File: src/hdl/tcemf_pkg.sv
// ----------------------------------------------------------------------------
// tcemf_pkg
// widths, fixed-point constants and the cell beat type of the type K
// emf to temperature converter
// ----------------------------------------------------------------------------
`timescale 1ns / 1ps
`default_nettype none

package tcemf_pkg;

	localparam int unsigned SUM_W  = 16;
	localparam int unsigned CJ_W   = 16;
	localparam int unsigned REF_W  = 13;
	localparam int unsigned TEMP_W = 19;
	localparam int unsigned EMF_W  = 32;
	localparam int unsigned ACC_W  = 56;
	localparam int unsigned SPLIT_W = 32;
	localparam int unsigned N_CELLS = 9;

	localparam int unsigned SAMPLES_DEF  = 16;
	localparam int unsigned ADC_BITS_DEF = 12;

	localparam logic [REF_W-1:0] REF_RESET = 13'd3300;

	// gain 220 = 55 << 2
	localparam int unsigned EMF_FRAC = 27;
	localparam int unsigned PRE_SH   = 2;
	localparam int unsigned DIV_ODD  = 55;
	localparam int unsigned REM_W    = 6;
	localparam int unsigned P_W      = SUM_W + REF_W;
	localparam int unsigned Q1_W     = 24;
	localparam int unsigned AVG_SH   = 32;

	localparam int unsigned RECIP_Q1_SH = 35;
	localparam int unsigned RECIP_Q1_W  = 30;
	localparam logic [RECIP_Q1_W-1:0] RECIP_Q1 =
		RECIP_Q1_W'((64'd1 << RECIP_Q1_SH) / 64'(DIV_ODD) + 64'd1);

	localparam int unsigned RECIP_F_SH = 29;
	localparam int unsigned RECIP_F_W  = 24;
	localparam logic [RECIP_F_W-1:0] RECIP_F =
		RECIP_F_W'((64'd1 << RECIP_F_SH) / 64'(DIV_ODD) + 64'd1);

	// coefficient fraction bits
	localparam int unsigned FRAC1 = 42;
	localparam int unsigned FRAC2 = 49;
	localparam int unsigned FRAC3 = 48;
	localparam int unsigned FRAC4 = 50;
	localparam int unsigned FRAC5 = 53;
	localparam int unsigned FRAC6 = 56;
	localparam int unsigned FRAC7 = 61;
	localparam int unsigned FRAC8 = 66;
	localparam int unsigned FRAC9 = 73;
	localparam int unsigned TEMP_FRAC = 8;

	// rounded coefficient magnitudes
	localparam logic [63:0] CQ1 =
		(((64'd2508355 << 37) / 64'd3125) << 0) +
		((((64'd2508355 << 37) % 64'd3125) << 0) + 64'd3125 / 64'd2) / 64'd3125;
	localparam logic [63:0] CQ2 =
		(((64'd7860106 << 40) / 64'd390625) << 1) +
		((((64'd7860106 << 40) % 64'd390625) << 1) + 64'd390625 / 64'd2) / 64'd390625;
	localparam logic [63:0] CQ3 =
		(((64'd2503131 << 41) / 64'd78125) << 0) +
		((((64'd2503131 << 41) % 64'd78125) << 0) + 64'd78125 / 64'd2) / 64'd78125;
	localparam logic [63:0] CQ4 =
		(((64'd831527 << 43) / 64'd78125) << 0) +
		((((64'd831527 << 43) % 64'd78125) << 0) + 64'd78125 / 64'd2) / 64'd78125;
	localparam logic [63:0] CQ5 =
		(((64'd1228034 << 43) / 64'd390625) << 2) +
		((((64'd1228034 << 43) % 64'd390625) << 2) + 64'd390625 / 64'd2) / 64'd390625;
	localparam logic [63:0] CQ6 =
		(((64'd9804036 << 40) / 64'd9765625) << 6) +
		((((64'd9804036 << 40) % 64'd9765625) << 6) + 64'd9765625 / 64'd2) /
		64'd9765625;
	localparam logic [63:0] CQ7 =
		(((64'd441303 << 44) / 64'd9765625) << 7) +
		((((64'd441303 << 44) % 64'd9765625) << 7) + 64'd9765625 / 64'd2) /
		64'd9765625;
	localparam logic [63:0] CQ8 =
		(((64'd1057734 << 43) / 64'd244140625) << 11) +
		((((64'd1057734 << 43) % 64'd244140625) << 11) + 64'd244140625 / 64'd2) /
		64'd244140625;
	localparam logic [63:0] CQ9 =
		(((64'd1052755 << 43) / 64'd6103515625) << 16) +
		((((64'd1052755 << 43) % 64'd6103515625) << 16) + 64'd6103515625 / 64'd2) /
		64'd6103515625;

	localparam logic signed [ACC_W-1:0] C1 = ACC_W'(CQ1);
	localparam logic signed [ACC_W-1:0] C2 = ACC_W'(CQ2);
	localparam logic signed [ACC_W-1:0] C3 = ACC_W'(64'd0 - CQ3);
	localparam logic signed [ACC_W-1:0] C4 = ACC_W'(CQ4);
	localparam logic signed [ACC_W-1:0] C5 = ACC_W'(64'd0 - CQ5);
	localparam logic signed [ACC_W-1:0] C6 = ACC_W'(CQ6);
	localparam logic signed [ACC_W-1:0] C7 = ACC_W'(64'd0 - CQ7);
	localparam logic signed [ACC_W-1:0] C8 = ACC_W'(CQ8);
	localparam logic signed [ACC_W-1:0] C9 = ACC_W'(64'd0 - CQ9);

	localparam logic signed [TEMP_W-1:0] TEMP_MIN = -19'sd10240;
	localparam logic signed [TEMP_W-1:0] TEMP_MAX = 19'sd163840;

	typedef struct packed {
		logic signed [ACC_W-1:0] acc;
		logic        [EMF_W-1:0] emf;
		logic signed [CJ_W-1:0]  cj;
	} cell_data_t;

	// coefficient added by each cell, the last cell adds none
	function automatic logic signed [ACC_W-1:0] cell_coef(input int unsigned idx);
		logic signed [ACC_W-1:0] c;
		unique case (idx)
			0: c = C8;
			1: c = C7;
			2: c = C6;
			3: c = C5;
			4: c = C4;
			5: c = C3;
			6: c = C2;
			7: c = C1;
			default: c = '0;
		endcase
		return c;
	endfunction

	// product shift of each cell
	function automatic int unsigned cell_shift(input int unsigned idx);
		int unsigned s;
		unique case (idx)
			0: s = EMF_FRAC + FRAC9 - FRAC8;
			1: s = EMF_FRAC + FRAC8 - FRAC7;
			2: s = EMF_FRAC + FRAC7 - FRAC6;
			3: s = EMF_FRAC + FRAC6 - FRAC5;
			4: s = EMF_FRAC + FRAC5 - FRAC4;
			5: s = EMF_FRAC + FRAC4 - FRAC3;
			6: s = EMF_FRAC + FRAC3 - FRAC2;
			7: s = EMF_FRAC + FRAC2 - FRAC1;
			default: s = EMF_FRAC + FRAC1 - TEMP_FRAC;
		endcase
		return s;
	endfunction

endpackage

`default_nettype wire

File: src/hdl/tcemf_cell.sv
// ----------------------------------------------------------------------------
// tcemf_cell
// one horner step: acc <= coef + floor(acc * emf / 2^shift), two stages
// ----------------------------------------------------------------------------
`timescale 1ns / 1ps
`default_nettype none

module tcemf_cell import tcemf_pkg::*; #(
	parameter int unsigned             SHIFT = EMF_FRAC,
	parameter logic signed [ACC_W-1:0] COEF  = '0
) (
	input  logic       clk,
	input  logic       arst_n,
	input  logic       en,
	input  logic       in_valid,
	input  cell_data_t in_data,
	output logic       out_valid,
	output cell_data_t out_data
);

	localparam int unsigned HI_W   = ACC_W - SPLIT_W;
	localparam int unsigned PH_W   = HI_W + EMF_W + 1;
	localparam int unsigned PL_W   = SPLIT_W + EMF_W;
	localparam int unsigned FULL_W = ACC_W + EMF_W + 1;

	logic signed [PH_W-1:0]   ph, ph_s1;
	logic [PL_W-1:0]          pl, pl_s1;
	logic [EMF_W-1:0]         emf_s1;
	logic signed [CJ_W-1:0]   cj_s1;
	logic signed [FULL_W-1:0] full;
	logic signed [FULL_W-1:0] shifted;
	logic                     v_s1, v_s2;
	cell_data_t               data_s2;

	// split product: signed upper part and unsigned lower word
	assign ph = PH_W'($signed(in_data.acc[ACC_W-1:SPLIT_W])) *
		PH_W'($signed({1'b0, in_data.emf}));
	assign pl = PL_W'(in_data.acc[SPLIT_W-1:0]) * PL_W'(in_data.emf);

	assign full    = (FULL_W'(ph_s1) <<< SPLIT_W) + FULL_W'(pl_s1);
	assign shifted = full >>> SHIFT;

	always_ff @(posedge clk or negedge arst_n) begin
		if (!arst_n) begin
			v_s1 <= 1'b0;
			v_s2 <= 1'b0;
		end else if (en) begin
			v_s1 <= in_valid;
			v_s2 <= v_s1;
		end
	end

	always_ff @(posedge clk) begin
		if (en) begin
			ph_s1       <= ph;
			pl_s1       <= pl;
			emf_s1      <= in_data.emf;
			cj_s1       <= in_data.cj;
			data_s2.acc <= COEF + shifted[ACC_W-1:0];
			data_s2.emf <= emf_s1;
			data_s2.cj  <= cj_s1;
		end
	end

	assign out_valid = v_s2;
	assign out_data  = data_s2;

endmodule

`default_nettype wire

File: config.mk
export PLATFORM = sky130hd
export DESIGN_NAME = tcemf_cell
export DESIGN_NICKNAME = d
export VERILOG_FILES = /design/src/hdl/tcemf_pkg.sv /design/src/hdl/tcemf_cell.sv
export SDC_FILE = /design/constraint.sdc
export NUM_CORES = 2
export LEC_CHECK = 0
export ABC_AREA = 0
export BUFFER_PORTS_ARGS = -buffer_cell sky130_fd_sc_hd__buf_4
export CORE_MARGIN = 1.5
export CORE_UTILIZATION = 55
export DETAILED_ROUTE_END_ITERATION = 7
export PLACE_DENSITY = 0.72
export SETUP_SLACK_MARGIN = 0.02
export SLEW_MARGIN = 20
export SYNTH_ARGS = -nofsm -noshare
export SYNTH_HDL_FRONTEND = slang
export SYNTH_SLANG_ARGS = --single-unit
File: constraint.sdc
create_clock -name clk -period 6.2 [get_ports clk]
set_input_delay 1.24 -clock clk [delete_from_list [all_inputs] [get_ports clk]]
set_output_delay 1.24 -clock clk [all_outputs]
set_load 0.05 [all_outputs]
Word level (Yosys, flattened, before mapping)
Index checks and enable logic that the tools add are counted.

Flip-flop bits (word level): 269. Logic and storage cells: 12. Bits of input ports: 108. Output and inout bits: 105.

$mul: 2. Add/subtract/negate cells: 1.

Operators by type and width (number): adder 83 x 64 -> 83 bit (1); multiplier 32 x 32 -> 64 bit (1); multiplier 24 x 33 -> 51 bit (1).

Logic depth before layout (Yosys ltp)
Depth after elaboration: 1. Mapped depth: 29.

Worst setup path before layout
No wires, ideal clock.

Path kind: input to register. Start point: in in_data[18] (netlist bit). End point: reg pl_s1[59] (data pin). Required time: 5.938 ns. Buffers on the path: 2. Slack: -2.101 ns. Setup time: 0.262 ns. Arrival: 8.039 ns. Cell stages on the path: 24. Cells stage by stage: clkbuf_1 -> clkbuf_1 -> nand2_1 -> fa_1 -> inv_1 -> fa_1 -> inv_1 -> fa_1 -> fa_1 -> inv_1 -> fa_1 -> fa_1 -> fa_1 -> fa_1 -> ha_1 -> a21oi_1 -> o21ai_0 -> or2_2 -> o41ai_4 -> o31ai_2 -> a211o_1 -> a21oi_2 -> o21ai_1 -> xor2_1.

Cells in the longest elaborated chain, start to end: 1.

Ends and longest elaborated chain: from (decl) (RTL line tcemf_cell.sv:16) `input cell_data_t in_data,`; multiplier 32 x 32 -> 64 bit (RTL line tcemf_cell.sv:38) `assign pl = PL_W'(in_data.acc[SPLIT_W-1:0]) * PL_W'(in_data.emf);`; net pl[59] (RTL line tcemf_cell.sv:27) `logic [PL_W-1:0] pl, pl_s1;`; to (signal assigned) (RTL line tcemf_cell.sv:56) `pl_s1 <= pl;`; to (decl) (RTL line tcemf_cell.sv:27).

The timed path passes the listed nets, and every way through them passes these cells. A chain may end at the register's enable or synchronous reset.

Worst setup path after layout
Start point: in in_data[24] (netlist bit). End point: reg pl_s1[56] (data pin).

The elaborated chain is that of the path after synthesis.

==> summary.md <==
| Metric | Value |
|---|---|
| Antenna violations before repair | `12` |
| Vias in the first global route | `53732` |
| Avg Cell Area, Syn | `9.60 um2` |
| Post-synth EDFFs | `240` |
| Setup TNS | `-83340 ps` |
| Die width | `351 um` |
| Ports | `213` |
| Critical path capture point type | `flip-flop` |
| Clk root buf | `clkbuf_16` |
| Worst R2R Start | `pl_s1[32]` |
| RSZ-0062 raised after global routing | `true` |
| Fillers | `9419` |
| Fmax | `129 MHz` |
| Main synth FF type | `edfxtp_1` |
| Slowest stage delay, CP | `620 ps` |
| Gr ovfl total | `0` |
| Hpwl dp | `around 150000 um` |
| CP Launch Type | `input pin` |
| Buffers on Ports | `212` |
| Leading post-synthesis cells by cell area | `fa_1 47%, edfxtp_1 11%, inv_1 9.0%` |
| Seq/Total Area, Yosys | `around 11%` |
| Xor/xnor share of the synthesized area | `around 1.7%` |
| Area Growth Syn to Fin | `18.3%` |
| Die area | `around 120000 um2` |
| Status | `complete, but fails checks` |
| CP top delay family | `adder cells` |
| Vias | `49442` |
| Max_cap viols | `0` |
| Final Max Tran Viols | `0` |
| Slew @ Worst Pin | `roughly 990 ps` |
| Post-Place Setup Slack | `-2410 ps` |
| #FFs+latches synth | `242` |
| Post-Layout Cell Count | `9146` |
| Flop-to-flop setup slack | `2000 ps` |
| Fin Clk Skew | `23.2 ps` |
| Clock tree from TritonCTS | `built` |
| First-pass GRT wire length | `289000 um` |
| Min-Delay Path Class | `in -> async` |
| Synth warnings | `0` |
| Distinct cell type count after synthesis | `84` |
| Failing checks | `negative setup slack` |
| Buf+Inv Stages, Crit Path | `5` |
| Min Clock Period, post-route | `7760 ps` |
| Crit share post-route | `125%` |
| Simple-gate share of the synthesized area | `between 10% and 20%` |
| CTS clk-pin slew, worst paths | `60 ps` |
| DR pass1 iterations | `6` |
| Starting Density | `a little under three fifths` |
| Largest family of logic cells by synthesized area | `adder cells` |
| Commonest non-fill, non-tap cell in the layout | `inv_1` |
| Mapped Cells | `6917` |
| Largest net degree at the start of global routing | `81` |
| FP Rows | `127` |
| DR iter-0 viols | `3172` |
| Area leader, netlist | `fa_1` |
| Most frequent cells in the layout | `1561 x inv_1, 1492 x fa_1, 944 x nand2_1, 815 x and2_1, 719 x buf_4` |
| Compound-cell area share of the yosys netlist | `4.76%` |
| Placed instance count | `8991` |
| Critical Path AT | `8090 ps` |
| Clock Latency Late Sink | `620 ps` |
| Critical path class | `in -> reg` |
| Num CTS Buffers | `34` |
| Worst r2r dst | `out_data[103]` |
| Top cell type's share of synthesized area | `46.6%` |
| # hold bufs at CTS | `0` |
| Die H | `351 um` |
| Global-route usage over all layers | `30.5%` |
| Mapped Nets | `9043` |
| Layout net count | `9629` |
| Post-Syn Area | `66400 um2` |
| # H-tree levels | `2` |
| Crit Path Max Fanout | `22` |
| Setup WS post-layout | `-1560 ps` |
| Num Clock Sinks | `~240` |
| # DRC | `0` |
| Hold slack | `403 ps` |
| Post-Synth Adder-Cell Area | `between 50% and 60%` |
| Clock Path Buffers | `3` |
| FF-to-FF path depth | `14` |
| Mean number of vias per cell | `5.41` |
| Data required, critical path | `6540 ps` |
| Endpoints failing setup | `between 70 and 80` |
| Share of layout cells above drive strength 1 | `between 10% and 20%` |
| Routed wire per std cell | `slightly below 20 um` |
| Multiplexer area fraction after synthesis | `less than 1%` |
| Max-slew headroom | `34.0%` |
| Antenna Violating Nets Remaining | `0` |
| Hold Fails Final Rpt | `0` |
| CORE AREA | `about 120000 um2` |
| Slowest-stage cell, CP | `fa_2` |
| Asr flop ratio synth | `0.826%` |
| Critical path's most frequent cell | `fa_1` |
| Gpl congestion | `0.914` |
| WL final | `181000 um` |
registers in the layout (all words and copies together), names as in the netlist:
name	cells
cj_s1	16
v_s1	1
out_data	104
ph_s1	51
pl_s1	37
emf_s1	32
out_valid	1
logic make-up (layout without fill, tap and decap cells):
kind of cell | count (synthesis) | in the layout
other | 0 | 7
xor gates and xnor gates | 129 | 129
adders and majority gates | 2018 | 2018
AOI/OAI and AO/OA | 454 | 454
and+or+nand+nor | 2085 | 2085
buffers and inverters | 1983 | 2593
DFF | 242 | 242
muxes | 6 | 6
through the flow:
step,utilization [%],area (um2)
detailed placement,62.2,74500
CTS,64.8,77600
global route,65.6,78600
finish,65.6,78600
floorplan,-,68000
global placement,62.2,74500
worst register-to-register path: stages, from the launching register on:
cell and delay (ps):
edfxtp_1 360, ha_1 180, inv_1 60, fa_1 410, nor2b_1 130, o21ai_1 80
a21boi_1 210, o21ai_1 100, o2bb2ai_1 130, buf_4 170, a2111oi_2 850, o211ai_2 190
a21boi_2 730, or4b_1 240, nand3_1 90
worst max path at each step:
stage	from	end	depth (start not counted)
2_1_floorplan	in_data[35]	pl_s1[59]	26
3_3_place_gp	in_data[25]	pl_s1[56]	25
3_5_place_dp	in_data[25]	pl_s1[56]	25
4_1_cts	in_data[59]	pl_s1[56]	26
5_1_grt	in_data[68]	pl_s1[56]	26
6_report	in_data[24]	pl_s1[56]	25
Yosys cell counts (all sizes together), types with 11 or more instances:
master	count
nor3	11
nand2b	30
o211ai	13
xnor2	90
nand2	963
fa	1547
a21o	101
o21a	12
nor2	61
o21bai	23
buf	21
ha	471
nor3b	11
clkbuf	363
a31oi	19
nand4	18
inv	1599
a21oi	130
nand3	39
and3	22
edfxtp	240
and2	870
o21ai	81
xor2	39
nor2b	25
a211oi	18
timing repair:
action,4_1_cts,5_1_grt
buffers inserted,60,32
cloned,5,4
setup endpoints to repair,75,75
resized for setup,354,174
pin swaps,195,135
final cells by class:
cell class,instances,area [um2],share of cell area (%)
flip-flops and latches,242,7260,9.24
repair buffers,934,8740,11.1
inverters,1599,6000,7.64
diodes,7,17.5,0.0223
multi-input cells,4692,53400,68.0
clock buffers,35,855,1.09
well taps,1612,2020,2.57
clock inverters,25,274,0.349
routing by layer:
layer  part of all wire, %  routed length (um)  track usage, %  vias to the layer above
met1                    39               70500            39.5                    25655
met4                   5.5                9950            14.6                        8
li1                      -                   -               -                    21550
met2                    48               87500            50.2                     1800
met5                 0.029                  53               0                        -
met3                   7.0               12600            4.86                      429
Power is left out: the tool's default activity adds up to more than one toggle a clock period on the data nets, which glitch-free logic cannot reach.
