$ cat src/hdl/tcemf_pkg.sv
// ----------------------------------------------------------------------------
// tcemf_pkg
// widths, fixed-point constants and the cell beat type of the type K
// emf to temperature converter
// ----------------------------------------------------------------------------
`timescale 1ns / 1ps
`default_nettype none

package tcemf_pkg;

	localparam int unsigned SUM_W  = 16;
	localparam int unsigned CJ_W   = 16;
	localparam int unsigned REF_W  = 13;
	localparam int unsigned TEMP_W = 19;
	localparam int unsigned EMF_W  = 32;
	localparam int unsigned ACC_W  = 56;
	localparam int unsigned SPLIT_W = 32;
	localparam int unsigned N_CELLS = 9;

	localparam int unsigned SAMPLES_DEF  = 16;
	localparam int unsigned ADC_BITS_DEF = 12;

	localparam logic [REF_W-1:0] REF_RESET = 13'd3300;

	// gain 220 = 55 << 2
	localparam int unsigned EMF_FRAC = 27;
	localparam int unsigned PRE_SH   = 2;
	localparam int unsigned DIV_ODD  = 55;
	localparam int unsigned REM_W    = 6;
	localparam int unsigned P_W      = SUM_W + REF_W;
	localparam int unsigned Q1_W     = 24;
	localparam int unsigned AVG_SH   = 32;

	localparam int unsigned RECIP_Q1_SH = 35;
	localparam int unsigned RECIP_Q1_W  = 30;
	localparam logic [RECIP_Q1_W-1:0] RECIP_Q1 =
		RECIP_Q1_W'((64'd1 << RECIP_Q1_SH) / 64'(DIV_ODD) + 64'd1);

	localparam int unsigned RECIP_F_SH = 29;
	localparam int unsigned RECIP_F_W  = 24;
	localparam logic [RECIP_F_W-1:0] RECIP_F =
		RECIP_F_W'((64'd1 << RECIP_F_SH) / 64'(DIV_ODD) + 64'd1);

	// coefficient fraction bits
	localparam int unsigned FRAC1 = 42;
	localparam int unsigned FRAC2 = 49;
	localparam int unsigned FRAC3 = 48;
	localparam int unsigned FRAC4 = 50;
	localparam int unsigned FRAC5 = 53;
	localparam int unsigned FRAC6 = 56;
	localparam int unsigned FRAC7 = 61;
	localparam int unsigned FRAC8 = 66;
	localparam int unsigned FRAC9 = 73;
	localparam int unsigned TEMP_FRAC = 8;

	// rounded coefficient magnitudes
	localparam logic [63:0] CQ1 =
		(((64'd2508355 << 37) / 64'd3125) << 0) +
		((((64'd2508355 << 37) % 64'd3125) << 0) + 64'd3125 / 64'd2) / 64'd3125;
	localparam logic [63:0] CQ2 =
		(((64'd7860106 << 40) / 64'd390625) << 1) +
		((((64'd7860106 << 40) % 64'd390625) << 1) + 64'd390625 / 64'd2) / 64'd390625;
	localparam logic [63:0] CQ3 =
		(((64'd2503131 << 41) / 64'd78125) << 0) +
		((((64'd2503131 << 41) % 64'd78125) << 0) + 64'd78125 / 64'd2) / 64'd78125;
	localparam logic [63:0] CQ4 =
		(((64'd831527 << 43) / 64'd78125) << 0) +
		((((64'd831527 << 43) % 64'd78125) << 0) + 64'd78125 / 64'd2) / 64'd78125;
	localparam logic [63:0] CQ5 =
		(((64'd1228034 << 43) / 64'd390625) << 2) +
		((((64'd1228034 << 43) % 64'd390625) << 2) + 64'd390625 / 64'd2) / 64'd390625;
	localparam logic [63:0] CQ6 =
		(((64'd9804036 << 40) / 64'd9765625) << 6) +
		((((64'd9804036 << 40) % 64'd9765625) << 6) + 64'd9765625 / 64'd2) /
		64'd9765625;
	localparam logic [63:0] CQ7 =
		(((64'd441303 << 44) / 64'd9765625) << 7) +
		((((64'd441303 << 44) % 64'd9765625) << 7) + 64'd9765625 / 64'd2) /
		64'd9765625;
	localparam logic [63:0] CQ8 =
		(((64'd1057734 << 43) / 64'd244140625) << 11) +
		((((64'd1057734 << 43) % 64'd244140625) << 11) + 64'd244140625 / 64'd2) /
		64'd244140625;
	localparam logic [63:0] CQ9 =
		(((64'd1052755 << 43) / 64'd6103515625) << 16) +
		((((64'd1052755 << 43) % 64'd6103515625) << 16) + 64'd6103515625 / 64'd2) /
		64'd6103515625;

	localparam logic signed [ACC_W-1:0] C1 = ACC_W'(CQ1);
	localparam logic signed [ACC_W-1:0] C2 = ACC_W'(CQ2);
	localparam logic signed [ACC_W-1:0] C3 = ACC_W'(64'd0 - CQ3);
	localparam logic signed [ACC_W-1:0] C4 = ACC_W'(CQ4);
	localparam logic signed [ACC_W-1:0] C5 = ACC_W'(64'd0 - CQ5);
	localparam logic signed [ACC_W-1:0] C6 = ACC_W'(CQ6);
	localparam logic signed [ACC_W-1:0] C7 = ACC_W'(64'd0 - CQ7);
	localparam logic signed [ACC_W-1:0] C8 = ACC_W'(CQ8);
	localparam logic signed [ACC_W-1:0] C9 = ACC_W'(64'd0 - CQ9);

	localparam logic signed [TEMP_W-1:0] TEMP_MIN = -19'sd10240;
	localparam logic signed [TEMP_W-1:0] TEMP_MAX = 19'sd163840;

	typedef struct packed {
		logic signed [ACC_W-1:0] acc;
		logic        [EMF_W-1:0] emf;
		logic signed [CJ_W-1:0]  cj;
	} cell_data_t;

	// coefficient added by each cell, the last cell adds none
	function automatic logic signed [ACC_W-1:0] cell_coef(input int unsigned idx);
		logic signed [ACC_W-1:0] c;
		unique case (idx)
			0: c = C8;
			1: c = C7;
			2: c = C6;
			3: c = C5;
			4: c = C4;
			5: c = C3;
			6: c = C2;
			7: c = C1;
			default: c = '0;
		endcase
		return c;
	endfunction

	// product shift of each cell
	function automatic int unsigned cell_shift(input int unsigned idx);
		int unsigned s;
		unique case (idx)
			0: s = EMF_FRAC + FRAC9 - FRAC8;
			1: s = EMF_FRAC + FRAC8 - FRAC7;
			2: s = EMF_FRAC + FRAC7 - FRAC6;
			3: s = EMF_FRAC + FRAC6 - FRAC5;
			4: s = EMF_FRAC + FRAC5 - FRAC4;
			5: s = EMF_FRAC + FRAC4 - FRAC3;
			6: s = EMF_FRAC + FRAC3 - FRAC2;
			7: s = EMF_FRAC + FRAC2 - FRAC1;
			default: s = EMF_FRAC + FRAC1 - TEMP_FRAC;
		endcase
		return s;
	endfunction

endpackage

`default_nettype wire

$ cat src/hdl/tcemf_scale.sv
// ----------------------------------------------------------------------------
// tcemf_scale
// averages the adc sum and scales it to a saturated q5.27 emf in mV
// ----------------------------------------------------------------------------
`timescale 1ns / 1ps
`default_nettype none

module tcemf_scale import tcemf_pkg::*; #(
	parameter int unsigned SAMPLES  = SAMPLES_DEF,
	parameter int unsigned ADC_BITS = ADC_BITS_DEF
) (
	input  logic                    clk,
	input  logic                    arst_n,
	input  logic                    en,
	input  logic                    in_valid,
	input  logic [SUM_W-1:0]        thermocouple_sum,
	input  logic signed [CJ_W-1:0]  cold_junction_temp,
	input  logic [REF_W-1:0]        adc_ref_millivolts,
	output logic                    out_valid,
	output cell_data_t              out_data
);

	localparam int unsigned AVG_W = AVG_SH + 1;
	localparam logic [AVG_W-1:0] AVG_MUL =
		AVG_W'((64'd1 << AVG_SH) / 64'(SAMPLES) + 64'd1);
	localparam int unsigned K = EMF_FRAC - PRE_SH - ADC_BITS;
	localparam int unsigned RS_W = REM_W + K;
	localparam logic [P_W-1:0] SAT_P = P_W'(64'(DIV_ODD) << (EMF_W - K));

	logic [SUM_W+AVG_W-1:0]        prod_avg;
	logic [SUM_W+AVG_W-1:0]        prod_avg_s1;
	logic [SUM_W-1:0]              avg;
	logic [P_W-1:0]                p_s2, p_s3;
	logic [P_W+RECIP_Q1_W-1:0]     prod_q1;
	logic [Q1_W-1:0]               q1_s3, q1_s4;
	logic                          sat_s3, sat_s4;
	logic [P_W-1:0]                rem_full;
	logic [REM_W-1:0]              r_s4;
	logic [RS_W-1:0]               rs;
	logic [RS_W+RECIP_F_W-1:0]     prod_f;
	logic [K-1:0]                  f;
	logic [Q1_W+K-1:0]             emf_full;
	logic [EMF_W-1:0]              emf;
	logic signed [CJ_W-1:0]        cj_s1, cj_s2, cj_s3, cj_s4;
	logic                          v_s1, v_s2, v_s3, v_s4, v_s5;
	cell_data_t                    data_s5;

	// floor division by samples through a reciprocal
	assign prod_avg = (SUM_W+AVG_W)'(thermocouple_sum) * (SUM_W+AVG_W)'(AVG_MUL);
	assign avg      = prod_avg_s1[AVG_SH +: SUM_W];

	// p = 55 * q1 + r
	assign prod_q1  = (P_W+RECIP_Q1_W)'(p_s2) * (P_W+RECIP_Q1_W)'(RECIP_Q1);
	assign rem_full = p_s3 - P_W'(q1_s3) * P_W'(DIV_ODD);

	// emf = q1 * 2^k + floor(r * 2^k / 55)
	assign rs       = {r_s4, {K{1'b0}}};
	assign prod_f   = (RS_W+RECIP_F_W)'(rs) * (RS_W+RECIP_F_W)'(RECIP_F);
	assign f        = prod_f[RECIP_F_SH +: K];
	assign emf_full = {q1_s4, f};
	assign emf      = sat_s4 ? '1 : emf_full[EMF_W-1:0];

	always_ff @(posedge clk or negedge arst_n) begin
		if (!arst_n) begin
			v_s1 <= 1'b0;
			v_s2 <= 1'b0;
			v_s3 <= 1'b0;
			v_s4 <= 1'b0;
			v_s5 <= 1'b0;
		end else if (en) begin
			v_s1 <= in_valid;
			v_s2 <= v_s1;
			v_s3 <= v_s2;
			v_s4 <= v_s3;
			v_s5 <= v_s4;
		end
	end

	always_ff @(posedge clk) begin
		if (en) begin
			prod_avg_s1  <= prod_avg;
			cj_s1        <= cold_junction_temp;
			p_s2         <= P_W'(avg) * P_W'(adc_ref_millivolts);
			cj_s2        <= cj_s1;
			q1_s3        <= prod_q1[RECIP_Q1_SH +: Q1_W];
			p_s3         <= p_s2;
			sat_s3       <= p_s2 >= SAT_P;
			cj_s3        <= cj_s2;
			r_s4         <= rem_full[REM_W-1:0];
			q1_s4        <= q1_s3;
			sat_s4       <= sat_s3;
			cj_s4        <= cj_s3;
			data_s5.acc  <= C9;
			data_s5.emf  <= emf;
			data_s5.cj   <= cj_s4;
		end
	end

	assign out_valid = v_s5;
	assign out_data  = data_s5;

endmodule

`default_nettype wire

$ cat config.mk
export PLATFORM = sky130hd
export DESIGN_NAME = tcemf_scale
export DESIGN_NICKNAME = d
export VERILOG_FILES = /design/src/hdl/tcemf_pkg.sv /design/src/hdl/tcemf_scale.sv
export SDC_FILE = /design/constraint.sdc
export NUM_CORES = 1
export LEC_CHECK = 0
export ABC_AREA = 1
export BUFFER_PORTS_ARGS = -buffer_cell sky130_fd_sc_hd__buf_2
export CAP_MARGIN = 15
export CORE_ASPECT_RATIO = 0.5
export CORE_MARGIN = 4
export CORE_UTILIZATION = 50
export CTS_CLUSTER_DIAMETER = 30
export DETAILED_ROUTE_END_ITERATION = 8
export PLACE_DENSITY = 0.67
export RECOVER_POWER = 25
export SYNTH_ARGS = -nofsm -noshare
export SYNTH_HDL_FRONTEND = slang
export SYNTH_SLANG_ARGS = --single-unit
$ cat constraint.sdc
create_clock -name clk -period 6.37 [get_ports clk]
set_input_delay 0.637 -clock clk [delete_from_list [all_inputs] [get_ports clk]]
set_output_delay 0.637 -clock clk [all_outputs]
set_load 0.02 [all_outputs]
# Word level (Yosys, flattened, before mapping)
# Cells that the tools add are included.
[word_totals]
reg_bits = 245
input_bits = 49
output_inout_bits = 105
word_cells = 26
[op_classes]
addsub = 1
multipliers = 5
magnitude_cmp = 1
[ops]
columns = ["op", "n"]
rows = [
  ["26-bit by 28-bit multiplier with 54-bit output (second input constant)", 1],
  ["16-bit by 29-bit multiplier with 45-bit output (second input constant)", 1],
  ["6-bit by 23-bit multiplier with 28-bit output (second input constant)", 1],
  ["26-bit by 25-bit >= comparator with 1-bit output (second input constant)", 1],
  ["13-bit by 13-bit multiplier with 26-bit output", 1],
  ["24-bit by 6-bit multiplier with 6-bit output (second input constant)", 1],
  ["6-bit subtractor", 1],
]

# Longest topological paths before layout
# Gate-level depths: netlist of run 1.
[depth]
depth_word = 2
ltp_mapped = 27
mapped_depth_nobuf = 27

# Worst setup path before layout of run 1
# OpenSTA, ideal clock, no wires.
[synth_timing]
path_kind = "reg-to-reg"
start = "register p_s2[10]"
end = "register q1_s3[7], data pin"
setup_time_ns = 0.253
arrival_ns = 5.167
t_required_ns = 6.117
path_slack_ns = 0.950
path_stages_with_launch = 23
path_buffers = 0
synth_period_minus_slack_ns = 5.420
path_cell_list = "edfxtp_1 fa_1 ha_1 inv_1 fa_1 fa_1 inv_1 fa_1 inv_1 fa_1 fa_1 inv_1 ha_1 nand2_1 inv_1 a21oi_1 nor2_1 nor2_1 nor2_1 nor2_1 nand3_1 nand2_1 nand2_1"
[synth_between]
elab_chain_len = 1
[synth_rtl]
columns = ["element", "line_no", "text"]
rows = [
  ["start, declared", "tcemf_scale.sv:33", "logic [P_W-1:0] p_s2, p_s3;"],
  ["start signal, assigned", "tcemf_scale.sv:83", "p_s2 <= P_W'(avg) * P_W'(adc_ref_millivolts);"],
  ["26-bit by 28-bit multiplier with 54-bit output", "tcemf_scale.sv:53", "assign prod_q1 = (P_W+RECIP_Q1_W)'(p_s2) * (P_W+RECIP_Q1_W)'(RECIP_Q1);"],
  ["via prod_q1[42]", "tcemf_scale.sv:34", "logic [P_W+RECIP_Q1_W-1:0] prod_q1;"],
  ["end signal, assigned", "tcemf_scale.sv:85", "q1_s3 <= prod_q1[RECIP_Q1_SH +: Q1_W];"],
  ["end, declared", "tcemf_scale.sv:35", "logic [Q1_W-1:0] q1_s3, q1_s4;"],
]
# The timed path passes the listed nets, and every way through them passes these cells.
# A chain may end at the register's enable or synchronous reset.

# Final worst setup path of run 1
[layout_timing]
start = "register p_s2[20]"
end = "register q1_s3[17], data pin"
# The elaborated chain is that of the path after synthesis.

==> summary.md, run 1 <==
### Clock tree
• 36 — cts bufs inserted
• 2 — CTS H-tree lvls
• 207 — clk sinks
• 560 ps — clock latency of the later-clocked register in the worst-skew pair
• 3 — maximum number of buffers from clock root to sink
• 60 ps — post-CTS clock slew at the launch and capture registers of the worst setup and hold paths
• 0 — cells resized by post-CTS repair
• yes — CTS tree
• sky130_fd_sc_hd__clkbuf_16 — cell at the root of the clock tree

### Worst setup path
• adder cells — kind of cell adding the most delay to the critical path
• flop — CP endpoint kind
• sky130_fd_sc_hd__edfxtp_1 — Critical-path top delay cell
• 6670 ps — WP data required
• p_s2[20] — Reg2Reg Launch Point
• reg -> reg — Worst Path Class, Setup
• flop — Critical Path Source Type
• 21 — logic depth of the worst path, buffers included
• p_s2[20] — Setup crit start
• 21 — cells on worst reg2reg path
• 5 — buffer and inverter count on the worst path
• q1_s3[17] — worst reg2reg path endpoint
• 450 ps — setup slack of the worst register-to-register path
• q1_s3[17] — capturing instance or port of the critical path
• 6210 ps — arrival time reported for the critical path endpoint
• ha_1, ha_1, inv_1, fa_1, inv_1, fa_1, fa_1, fa_1, inv_1, fa_1, inv_1, ha_1, nand2_1, nor2_1, inv_1, nor2_1, nand2_1, nor2_1, nand2_1, nand4_1, nand2_1 — cell breakdown of the critical path
• 620 ps — largest incremental delay on the critical path
• 8 — Max Fanout on Critical Path

### Die
• 334 microns — width of the die
• 50.8% — initial cell density of the core
• 57,000 sq um — Die ar.
• 52,200 sq um — CORE AREA
• 154 — IO Count
• 171 microns — die extent in y
• 59 — Core Rows

### Detailed routing
• 0 — count of nets left with antenna violations after detail routing
• 6 — Detailed Routing Iterations Pass 1
• 60,100 microns — total routed wirelength
• 18,476 — vias after detailed routing
• 901 — initial DRC count
• 0 — residual DRC count
• 15.9 microns — routed length per placed instance
• 4.88 — routed vias/inst

### STA
• 0 — Setup-failing EPs final
• 0.169 GHz — Fmax achieved
• 0 — max-slew violation count
• 41.1 ps — Fin Clk Skew
• 92.9% — final clock period utilization by the worst path
• no — RSZ-0062 raised after global routing
• 0 ps — Setup TNS Final
• 452 ps — PnR worst setup slack
• 253 ps — post-route worst hold slack
• 46.1% — Max-slew headroom
• 5920 ps — post-layout minimum cycle time
• 808 ps — Worst-Margin Slew
• 0 — final hold violation count

### Worst hold path
• in -> reg — worst hold-check path type

### Placement
• 93 — number of buffer cells added on primary ports
• 3,717 — number of cells in the design after placement
• 51,800 microns — Post-DP HPWL
• 0.985 — routability cong.
• 439 ps — placement-stage worst setup slack

### Layout
• 6190 sq um — footprint of the flip-flops and latches
• 3,850 — net count reported at finish
• 4,777 — FILL cells
• sky130_fd_sc_hd__inv_1 — leading cell type in the layout, fill and taps excluded
• 9.46% — area growth from synthesis to final layout
• 785 x sky130_fd_sc_hd__inv_1, 571 x sky130_fd_sc_hd__nand2_1, 424 x sky130_fd_sc_hd__ha_1, 322 x sky130_fd_sc_hd__fa_1, 202 x sky130_fd_sc_hd__edfxtp_1 — most frequent cells in the layout
• 8.34% — proportion of layout cells with a drive suffix above 1
• 3,784 — non-filler cells, final
• 0 — antenna diode instance count
• 17,000 sq um — area of the multi-input gates

### Global routing
• 0 — sum of overflow across all layers after global routing
• 19,336 — number of global-route vias before repair
• 98,700 microns — global-route wire length before repair
• 98 — largest net degree at the start of global routing
• 0 — number of antenna violations at the first check in global routing
• 21.9% — combined global-route utilization of all metal layers

### Yosys
• sky130_fd_sc_hd__edfxtp_1 — most instantiated flip-flop cell in the synthesis netlist
• 2,927 — number of standard cells after synthesis
• 0 — total of warnings raised by yosys
• 202 — Post-synth EDFFs
• 39 — count of different cell masters after synthesis
• 9.05 sq um — average cell area after synthesis
• 26,500 sq um — cell area after synthesis
• 23.4% — sequential element share of the synthesized area
• 2.42% — fraction of registers with async set or reset after synthesis
• 207 — register bit total from synthesis

### Outcome
• finished clean — result of the run

### Flow run
• 0 — max_cap viols

-- worst register-to-register path, cell delays in order (launching register included) --
cell	delay, ps
sky130_fd_sc_hd__edfxtp_1	620
sky130_fd_sc_hd__ha_1	470
sky130_fd_sc_hd__ha_1	300
sky130_fd_sc_hd__inv_1	50
sky130_fd_sc_hd__fa_1	500
sky130_fd_sc_hd__inv_1	50
sky130_fd_sc_hd__fa_1	520
sky130_fd_sc_hd__fa_1	530
sky130_fd_sc_hd__fa_1	550
sky130_fd_sc_hd__inv_1	60
sky130_fd_sc_hd__fa_1	540
sky130_fd_sc_hd__inv_1	80
sky130_fd_sc_hd__ha_1	330
sky130_fd_sc_hd__nand2_1	130
sky130_fd_sc_hd__nor2_1	190
sky130_fd_sc_hd__inv_1	70
sky130_fd_sc_hd__nor2_1	210
sky130_fd_sc_hd__nand2_1	130
sky130_fd_sc_hd__nor2_1	110
sky130_fd_sc_hd__nand2_1	80
sky130_fd_sc_hd__nand4_1	100
sky130_fd_sc_hd__nand2_1	50
-- cell families (layout without fill, tap and decap cells) --
group	after synthesis	after routing	synth area share (%)
flip-flops	207	207	23.4
multiplexers	1	1	0.0425
AND/OR/NAND/NOR	855	855	13.7
other	2	56	0.0283
AO/OA/AOI/OAI	198	198	3.99
adder cells (fa/ha/maj)	746	746	44.3
buffers and inverters	881	983	13.3
XOR/XNOR	37	37	1.22
-- cell usage after synthesis (2+ instances only) --
cell type | count | share of area [%]
sky130_fd_sc_hd__nor2_1 | 104 | 1.5
sky130_fd_sc_hd__o21a_1 | 2 | 0.057
sky130_fd_sc_hd__fa_1 | 322 | 24
sky130_fd_sc_hd__inv_1 | 785 | 11
sky130_fd_sc_hd__nand2_1 | 571 | 8.1
sky130_fd_sc_hd__or2_2 | 25 | 0.59
sky130_fd_sc_hd__xor2_1 | 23 | 0.76
sky130_fd_sc_hd__a31oi_1 | 2 | 0.047
sky130_fd_sc_hd__buf_4 | 56 | 1.6
sky130_fd_sc_hd__nor2_2 | 14 | 0.33
sky130_fd_sc_hd__nor4_2 | 2 | 0.094
sky130_fd_sc_hd__nand3_1 | 63 | 1.2
sky130_fd_sc_hd__edfxtp_1 | 202 | 23
sky130_fd_sc_hd__conb_1 | 2 | 0.028
sky130_fd_sc_hd__nor2_4 | 5 | 0.21
sky130_fd_sc_hd__inv_2 | 12 | 0.17
sky130_fd_sc_hd__nand3b_1 | 3 | 0.085
sky130_fd_sc_hd__nand2_2 | 8 | 0.19
sky130_fd_sc_hd__a21oi_1 | 103 | 1.9
sky130_fd_sc_hd__o21ai_0 | 59 | 1.1
sky130_fd_sc_hd__nor3_2 | 8 | 0.30
sky130_fd_sc_hd__dfrtp_1 | 5 | 0.47
sky130_fd_sc_hd__ha_1 | 424 | 20
sky130_fd_sc_hd__xnor2_1 | 14 | 0.46
sky130_fd_sc_hd__o211ai_1 | 3 | 0.085
sky130_fd_sc_hd__o21ai_1 | 9 | 0.17
sky130_fd_sc_hd__o21bai_1 | 8 | 0.23
sky130_fd_sc_hd__nand4_1 | 33 | 0.78
sky130_fd_sc_hd__a21o_1 | 9 | 0.25
sky130_fd_sc_hd__nor3_1 | 13 | 0.25
sky130_fd_sc_hd__nor4_1 | 3 | 0.071
sky130_fd_sc_hd__clkbuf_1 | 28 | 0.40
-- metrics by stage --
| stage | area [sq um] | utilization [%] |
|---|---|---|
| after floorplan | 26700 | - |
| after global placement | 27700 | 53.1 |
| after global routing | 29000 | 55.6 |
| after CTS | 29000 | 55.6 |
| after detailed placement | 27700 | 53.1 |
| final | 29000 | 55.6 |
-- final cells by class --
| class | instances | area share, % |
|---|---|---|
| Multi-Input combinational cell | 1893 | 58.6 |
| Sequential cell | 207 | 21.3 |
| Inverter | 797 | 10.3 |
| Clock buffer | 36 | 3.11 |
| Tap cell | 701 | 3.02 |
| Timing Repair Buffer | 120 | 2.34 |
| Clock inverter | 30 | 1.29 |
-- layer usage --
metal	up-vias	wire, microns	GRT usage [%]
li1	9167	-	-
met1	8827	26800	28.8
met2	376	28500	37.9
met3	106	2980	3.33
met4	0	1850	6.44
met5	-	0	0
-- state kept, by name, indices dropped and copies added, names as in the netlist, 6 cells and up --
register and count:
cj_s1 16, cj_s2 16, cj_s3 16, cj_s4 16
out_data 48, p_s2 26, p_s3 6, prod_avg_s1 12
q1_s3 19, q1_s4 19, r_s4 6
-- worst min path at each step --
stage,endpoint,slack (ps),cells past startpoint,startpoint
CTS,cj_s1[8],220,1,cold_junction_temp[8]
global placement,q1_s4[17],400,0,q1_s3[17]
floorplan,out_valid,340,0,arst_n
global route,cj_s1[8],220,1,cold_junction_temp[8]
finish,cj_s1[8],250,1,cold_junction_temp[8]
detailed placement,cj_s2[2],400,0,cj_s1[2]
-- repair_timing --
| action | in CTS | in global routing |
|---|---|---|
| hold buffers | 1 | 0 |
| hold endpoints to repair | 5 | 0 |
| buffers inserted | 0 | 0 |
Power of run 1 is left out: the tool's default activity adds up to more than one toggle a clock period on the data nets, which glitch-free logic cannot reach.
==> run 2: changes to the inputs <==
Settings changed: ABC_CLOCK_PERIOD_IN_PS set to 6370, CELL_PAD_IN_SITES_DETAIL_PLACEMENT set to 1, CELL_PAD_IN_SITES_GLOBAL_PLACEMENT set to 1, CORE_UTILIZATION 50 to 49, PLACE_DENSITY 0.67 to not set, PLACE_DENSITY_LB_ADDON set to 0.1.
==> run 2 against run 1 <==
Against the previous run: sequential cell count unchanged; die area increased by 2.0%; worst hold slack got worse by 12 ps; critical path depth unchanged.
==> summary.md, run 2 (synthesized netlist as in run 1, its figures left out) <==
### STA
• 997 ps — Worst-Margin Slew
• no — RSZ-0062 raised after global routing
• 0 — max-slew violation count
• 95.0% — final clock period utilization by the worst path
• 33.6% — Max-slew headroom
• 316 ps — PnR worst setup slack
• 54.3 ps — Fin Clk Skew
• 0.165 GHz — Fmax achieved
• 6050 ps — post-layout minimum cycle time
• 0 ps — Setup TNS Final
• 0 — Setup-failing EPs final
• 0 — final hold violation count
• 241 ps — post-route worst hold slack

### Detailed routing
• 0 — count of nets left with antenna violations after detail routing
• 5.04 — routed vias/inst
• 0 — residual DRC count
• 18.6 microns — routed length per placed instance
• 19,116 — vias after detailed routing
• 6 — Detailed Routing Iterations Pass 1
• 745 — initial DRC count
• 70,500 microns — total routed wirelength

### Layout
• 8.50% — proportion of layout cells with a drive suffix above 1
• 785 x sky130_fd_sc_hd__inv_1, 571 x sky130_fd_sc_hd__nand2_1, 424 x sky130_fd_sc_hd__ha_1, 322 x sky130_fd_sc_hd__fa_1, 202 x sky130_fd_sc_hd__edfxtp_1 — most frequent cells in the layout
• sky130_fd_sc_hd__inv_1 — leading cell type in the layout, fill and taps excluded
• 0 — antenna diode instance count
• 48 — max reg flops
• 3,858 — net count reported at finish
• 10.3% — area growth from synthesis to final layout

### Clock tree
• 207 — clk sinks
• 2 — CTS H-tree lvls
• 60 ps — post-CTS clock slew at the launch and capture registers of the worst setup and hold paths
• 40 — cts bufs inserted
• 3 — maximum number of buffers from clock root to sink
• 570 ps — clock latency of the later-clocked register in the worst-skew pair
• sky130_fd_sc_hd__clkbuf_16 — cell at the root of the clock tree
• yes — CTS tree
• 0 — cells resized by post-CTS repair

### Worst hold path
• in -> reg — worst hold-check path type

### Worst setup path
• flop — Critical Path Source Type
• 6680 ps — WP data required
• reg -> reg — Worst Path Class, Setup
• 8 — Max Fanout on Critical Path
• flop — CP endpoint kind
• 6370 ps — arrival time reported for the critical path endpoint

### Global routing
• 113,000 microns — global-route wire length before repair
• 25.2% — combined global-route utilization of all metal layers
• 77 — largest net degree at the start of global routing
• 0 — number of antenna violations at the first check in global routing
• 0 — sum of overflow across all layers after global routing
• 21,450 — number of global-route vias before repair

### Die
• 59 — Core Rows
• 52,700 sq um — CORE AREA
• 58,100 sq um — Die ar.
• 172 microns — die extent in y
• 50.3% — initial cell density of the core
• 154 — IO Count
• 337 microns — width of the die

### Outcome
• finished clean — result of the run

### Placement
• 60,800 microns — Post-DP HPWL
• 0.879 — routability cong.
• 317 ps — placement-stage worst setup slack
• 93 — number of buffer cells added on primary ports

### Flow run
• 0 — max_cap viols

run 2: worst paths after layout:
path	from	to	slack, ps	depth (start not counted)
worst min register to register	cj_s2[10]	cj_s3[10]	410	0
worst max register to register	p_s2[20]	q1_s3[12]	320	21
worst min-delay path	thermocouple_sum[13]	prod_avg_s1[41]	240	1
min in group asynchronous	arst_n	v_s3	460	2
worst max-delay path	p_s2[20]	q1_s3[12]	320	21
max in group asynchronous	arst_n	v_s4	5690	2
run 2: layout make-up:
type | count | area (sq um)
Multi-Input combinational cell | 1893 | 17000
Sequential cell | 207 | 6190
Clock buffer | 40 | 1000
Inverter | 797 | 2990
Fill cell | 6191 | 23500
Tap cell | 701 | 877
Clock inverter | 32 | 459
Timing Repair Buffer | 124 | 703
run 2: stage by stage:
stage,area (sq um),std cells,utilization [%]
final,29200,3794,55.4
after global routing,29200,3794,55.4
after CTS,29200,3792,55.4
after detailed placement,27700,3719,52.6
after global placement,27700,3719,52.6
after floorplan,26700,2981,-
run 2: timing repair:
item                                   4_1_cts  5_1_grt
buffers inserted                             0        2
setup endpoints to repair                    0        1
hold buffers                                 1        0
endpoints found under the hold margin        5        0
run 2: routing by layer:
layer	wire, microns	GRT usage (%)	vias to the layer above
li1	-	-	9168
met1	30100	30.7	9492
met2	35600	46.6	329
met3	2420	3.32	127
met4	2350	8.09	0
met5	0	0	-
run 2: critical path, stage by stage (launching register included):
cell,delay (ps)
sky130_fd_sc_hd__edfxtp_1,710
sky130_fd_sc_hd__fa_1,530
sky130_fd_sc_hd__ha_1,300
sky130_fd_sc_hd__inv_1,60
sky130_fd_sc_hd__fa_1,530
sky130_fd_sc_hd__inv_1,60
sky130_fd_sc_hd__fa_1,530
sky130_fd_sc_hd__inv_1,60
sky130_fd_sc_hd__fa_1,530
sky130_fd_sc_hd__inv_1,50
sky130_fd_sc_hd__fa_1,510
sky130_fd_sc_hd__ha_1,310
sky130_fd_sc_hd__ha_1,480
sky130_fd_sc_hd__nand2_2,140
sky130_fd_sc_hd__nor2_2,160
sky130_fd_sc_hd__inv_1,70
sky130_fd_sc_hd__nor2_2,160
sky130_fd_sc_hd__nand2_1,120
sky130_fd_sc_hd__nor3_2,120
sky130_fd_sc_hd__nand2_1,140
sky130_fd_sc_hd__nand4_1,130
sky130_fd_sc_hd__nand2_1,80
Power of run 2 is left out for the same reason.
==> run 3: changes to the inputs <==
--- a/config.mk
+++ b/config.mk
@@ -14,5 +14,6 @@
 export CORE_ASPECT_RATIO = 0.5
 export CORE_MARGIN = 4
-export CORE_UTILIZATION = 49
+export CORE_UTILIZATION = 50
+export CTS_BUF_LIST = sky130_fd_sc_hd__clkbuf_8
 export CTS_CLUSTER_DIAMETER = 30
 export DETAILED_ROUTE_END_ITERATION = 8
==> constraint.sdc (replaced) <==
create_clock -name clk -period 6.37 [get_ports clk]
set_input_delay 0.637 -clock clk [delete_from_list [all_inputs] [get_ports clk]]
set_output_delay 0.637 -clock clk [all_outputs]
set_load 0.005 [all_outputs]
==> run 3 against run 2 <==
Against the previous run: the run now ends with max-capacitance violations, max-slew violations left; clock-buffer cell count rose by 5; register-to-register slack improved by 20 ps; worst hold slack got worse by 50 ps; non-clock buffer count fell by 4; first-iteration DRC count rose by 21%; worst setup slack improved by 18 ps; die area fell by 1.9%; sequential cell count did not move; final area fell by 1.8%.
==> summary.md, run 3 (synthesized netlist as in run 1, its figures left out) <==
### Outcome
• finished, violations left — result of the run
• max-capacitance violations, max-slew violations — failing checks

### Worst hold path
• in -> reg — worst hold-check path type

### Worst setup path
• reg -> reg — Worst Path Class, Setup
• ha_1, ha_1, inv_1, fa_1, inv_1, fa_1, fa_1, fa_1, inv_1, fa_1, inv_1, ha_1, nand2_1, nor2_1, inv_1, nor2_1, nand2_1, nor2_1, nand2_1, nand4_1, nand2_1 — cell breakdown of the critical path
• flop — Critical Path Source Type
• adder cells — kind of cell adding the most delay to the critical path
• 8 — Max Fanout on Critical Path
• flop — CP endpoint kind
• 5 — buffer and inverter count on the worst path
• 6380 ps — arrival time reported for the critical path endpoint
• 640 ps — largest incremental delay on the critical path
• sky130_fd_sc_hd__edfxtp_1 — Critical-path top delay cell
• 6710 ps — WP data required

### STA
• -74.6% — Max-slew headroom
• 34.4 ps — Fin Clk Skew
• 0 — Setup-failing EPs final
• 94.8% — final clock period utilization by the worst path
• no — RSZ-0062 raised after global routing
• 0 — final hold violation count
• 39 — max-slew violation count
• 6040 ps — post-layout minimum cycle time
• 0.166 GHz — Fmax achieved
• 0 ps — Setup TNS Final
• 2620 ps — Worst-Margin Slew

### Layout
• 48 — max reg flops
• 3,855 — net count reported at finish
• 0 — antenna diode instance count
• 8.21% — proportion of layout cells with a drive suffix above 1
• 6,118 — FILL cells
• sky130_fd_sc_hd__inv_1 — leading cell type in the layout, fill and taps excluded
• 8.26% — area growth from synthesis to final layout
• 796 x sky130_fd_sc_hd__inv_1, 571 x sky130_fd_sc_hd__nand2_1, 424 x sky130_fd_sc_hd__ha_1, 322 x sky130_fd_sc_hd__fa_1, 202 x sky130_fd_sc_hd__edfxtp_1 — most frequent cells in the layout

### Clock tree
• 620 ps — clock latency of the later-clocked register in the worst-skew pair
• 207 — clk sinks
• sky130_fd_sc_hd__clkbuf_8 — cell at the root of the clock tree
• 1 — Hold-fix buffers, CTS
• 60 ps — post-CTS clock slew at the launch and capture registers of the worst setup and hold paths
• 41 — cts bufs inserted
• yes — CTS tree
• 0 — cells resized by post-CTS repair
• 2 — CTS H-tree lvls
• 3 — maximum number of buffers from clock root to sink
• 0 — number of buffers added for setup after CTS

### Global routing
• 21,215 — number of global-route vias before repair
• 0 — number of antenna violations at the first check in global routing
• 25.0% — combined global-route utilization of all metal layers
• 0 — sum of overflow across all layers after global routing
• 111,000 microns — global-route wire length before repair
• 174 — largest net degree at the start of global routing

### Die
• 52,200 sq um — CORE AREA
• 334 microns — width of the die
• 57,000 sq um — Die ar.
• 59 — Core Rows
• 50.8% — initial cell density of the core
• 171 microns — die extent in y
• 154 — IO Count

### Detailed routing
• 18.4 microns — routed length per placed instance
• 69,700 microns — total routed wirelength
• 0 — count of nets left with antenna violations after detail routing
• 5.04 — routed vias/inst
• 905 — initial DRC count
• 5 — Detailed Routing Iterations Pass 1
• 19,131 — vias after detailed routing
• 0 — residual DRC count

### Placement
• 0.939 — routability cong.
• 93 — number of buffer cells added on primary ports
• 60,100 microns — Post-DP HPWL

### Flow run
• 1 — max_cap viols

-- run 3: cell types whose count changed in the layout (fill, tap and decap cells not counted), sizes merged --
cell      previous run  this run
clkinv              14         7
clkinvlp             2         5
clkbuf              46        50
inv                807       810
buf                117       114
-- run 3: final timing paths --
kind,startpoint,endpoint,slack (ps),depth (start not counted)
worst max-delay path,p_s2[20],q1_s3[17],330,21
worst min-delay path,thermocouple_sum[15],prod_avg_s1[43],190,1
worst max register to register,p_s2[20],q1_s3[17],330,21
worst min register to register,cj_s2[0],cj_s3[0],420,0
max in group asynchronous,arst_n,v_s3,5690,2
min in group asynchronous,arst_n,out_valid,460,2
-- run 3: through the flow --
step | worst slack (ps) | cells | utilization (%) | hold slack, ps | instance area (sq um)
4_1_cts | 310 | 3794 | 55.0 | 140 | 28700
5_1_grt | 21.6 | 3794 | 55.0 | 156 | 28700
6_report | 334 | 3794 | 55.0 | 191 | 28700
3_5_place_dp | 341 | 3717 | 53.2 | 405 | 27700
3_3_place_gp | 450 | 3717 | 53.2 | 400 | 27700
2_1_floorplan | 950 | 2981 | - | 341 | 26700
-- run 3: area by class of cell --
class / instances / area (sq um) / area share [%]
clock buffers: 45 / 619 / 2.16
clock inverters: 31 / 338 / 1.18
inverters: 797 / 2990 / 10.4
multi-input cells: 1893 / 17000 / 59.2
flip-flops and latches: 207 / 6190 / 21.6
well taps: 701 / 877 / 3.06
repair buffers: 120 / 677 / 2.36
-- run 3: routing by layer --
layer / GRT usage [%] / routed length [microns] / up-vias
li1: - / - / 9147
met1: 30.7 / 29600 / 9547
met2: 46.6 / 35600 / 325
met3: 3.14 / 2410 / 112
met4: 7.22 / 2010 / 0
met5: 0 / 0 / -
-- run 3: worst reg2reg max path, cell delays in order (launching register included) --
cell	delay, ps
sky130_fd_sc_hd__edfxtp_1	640
sky130_fd_sc_hd__ha_1	510
sky130_fd_sc_hd__ha_1	320
sky130_fd_sc_hd__inv_1	50
sky130_fd_sc_hd__fa_1	510
sky130_fd_sc_hd__inv_1	60
sky130_fd_sc_hd__fa_1	520
sky130_fd_sc_hd__fa_1	530
sky130_fd_sc_hd__fa_1	550
sky130_fd_sc_hd__inv_1	60
sky130_fd_sc_hd__fa_1	540
sky130_fd_sc_hd__inv_1	70
sky130_fd_sc_hd__ha_1	330
sky130_fd_sc_hd__nand2_1	140
sky130_fd_sc_hd__nor2_1	170
sky130_fd_sc_hd__inv_1	70
sky130_fd_sc_hd__nor2_1	230
sky130_fd_sc_hd__nand2_1	150
sky130_fd_sc_hd__nor2_1	120
sky130_fd_sc_hd__nand2_1	80
sky130_fd_sc_hd__nand4_1	90
sky130_fd_sc_hd__nand2_1	50
Power of run 3 is left out for the same reason.
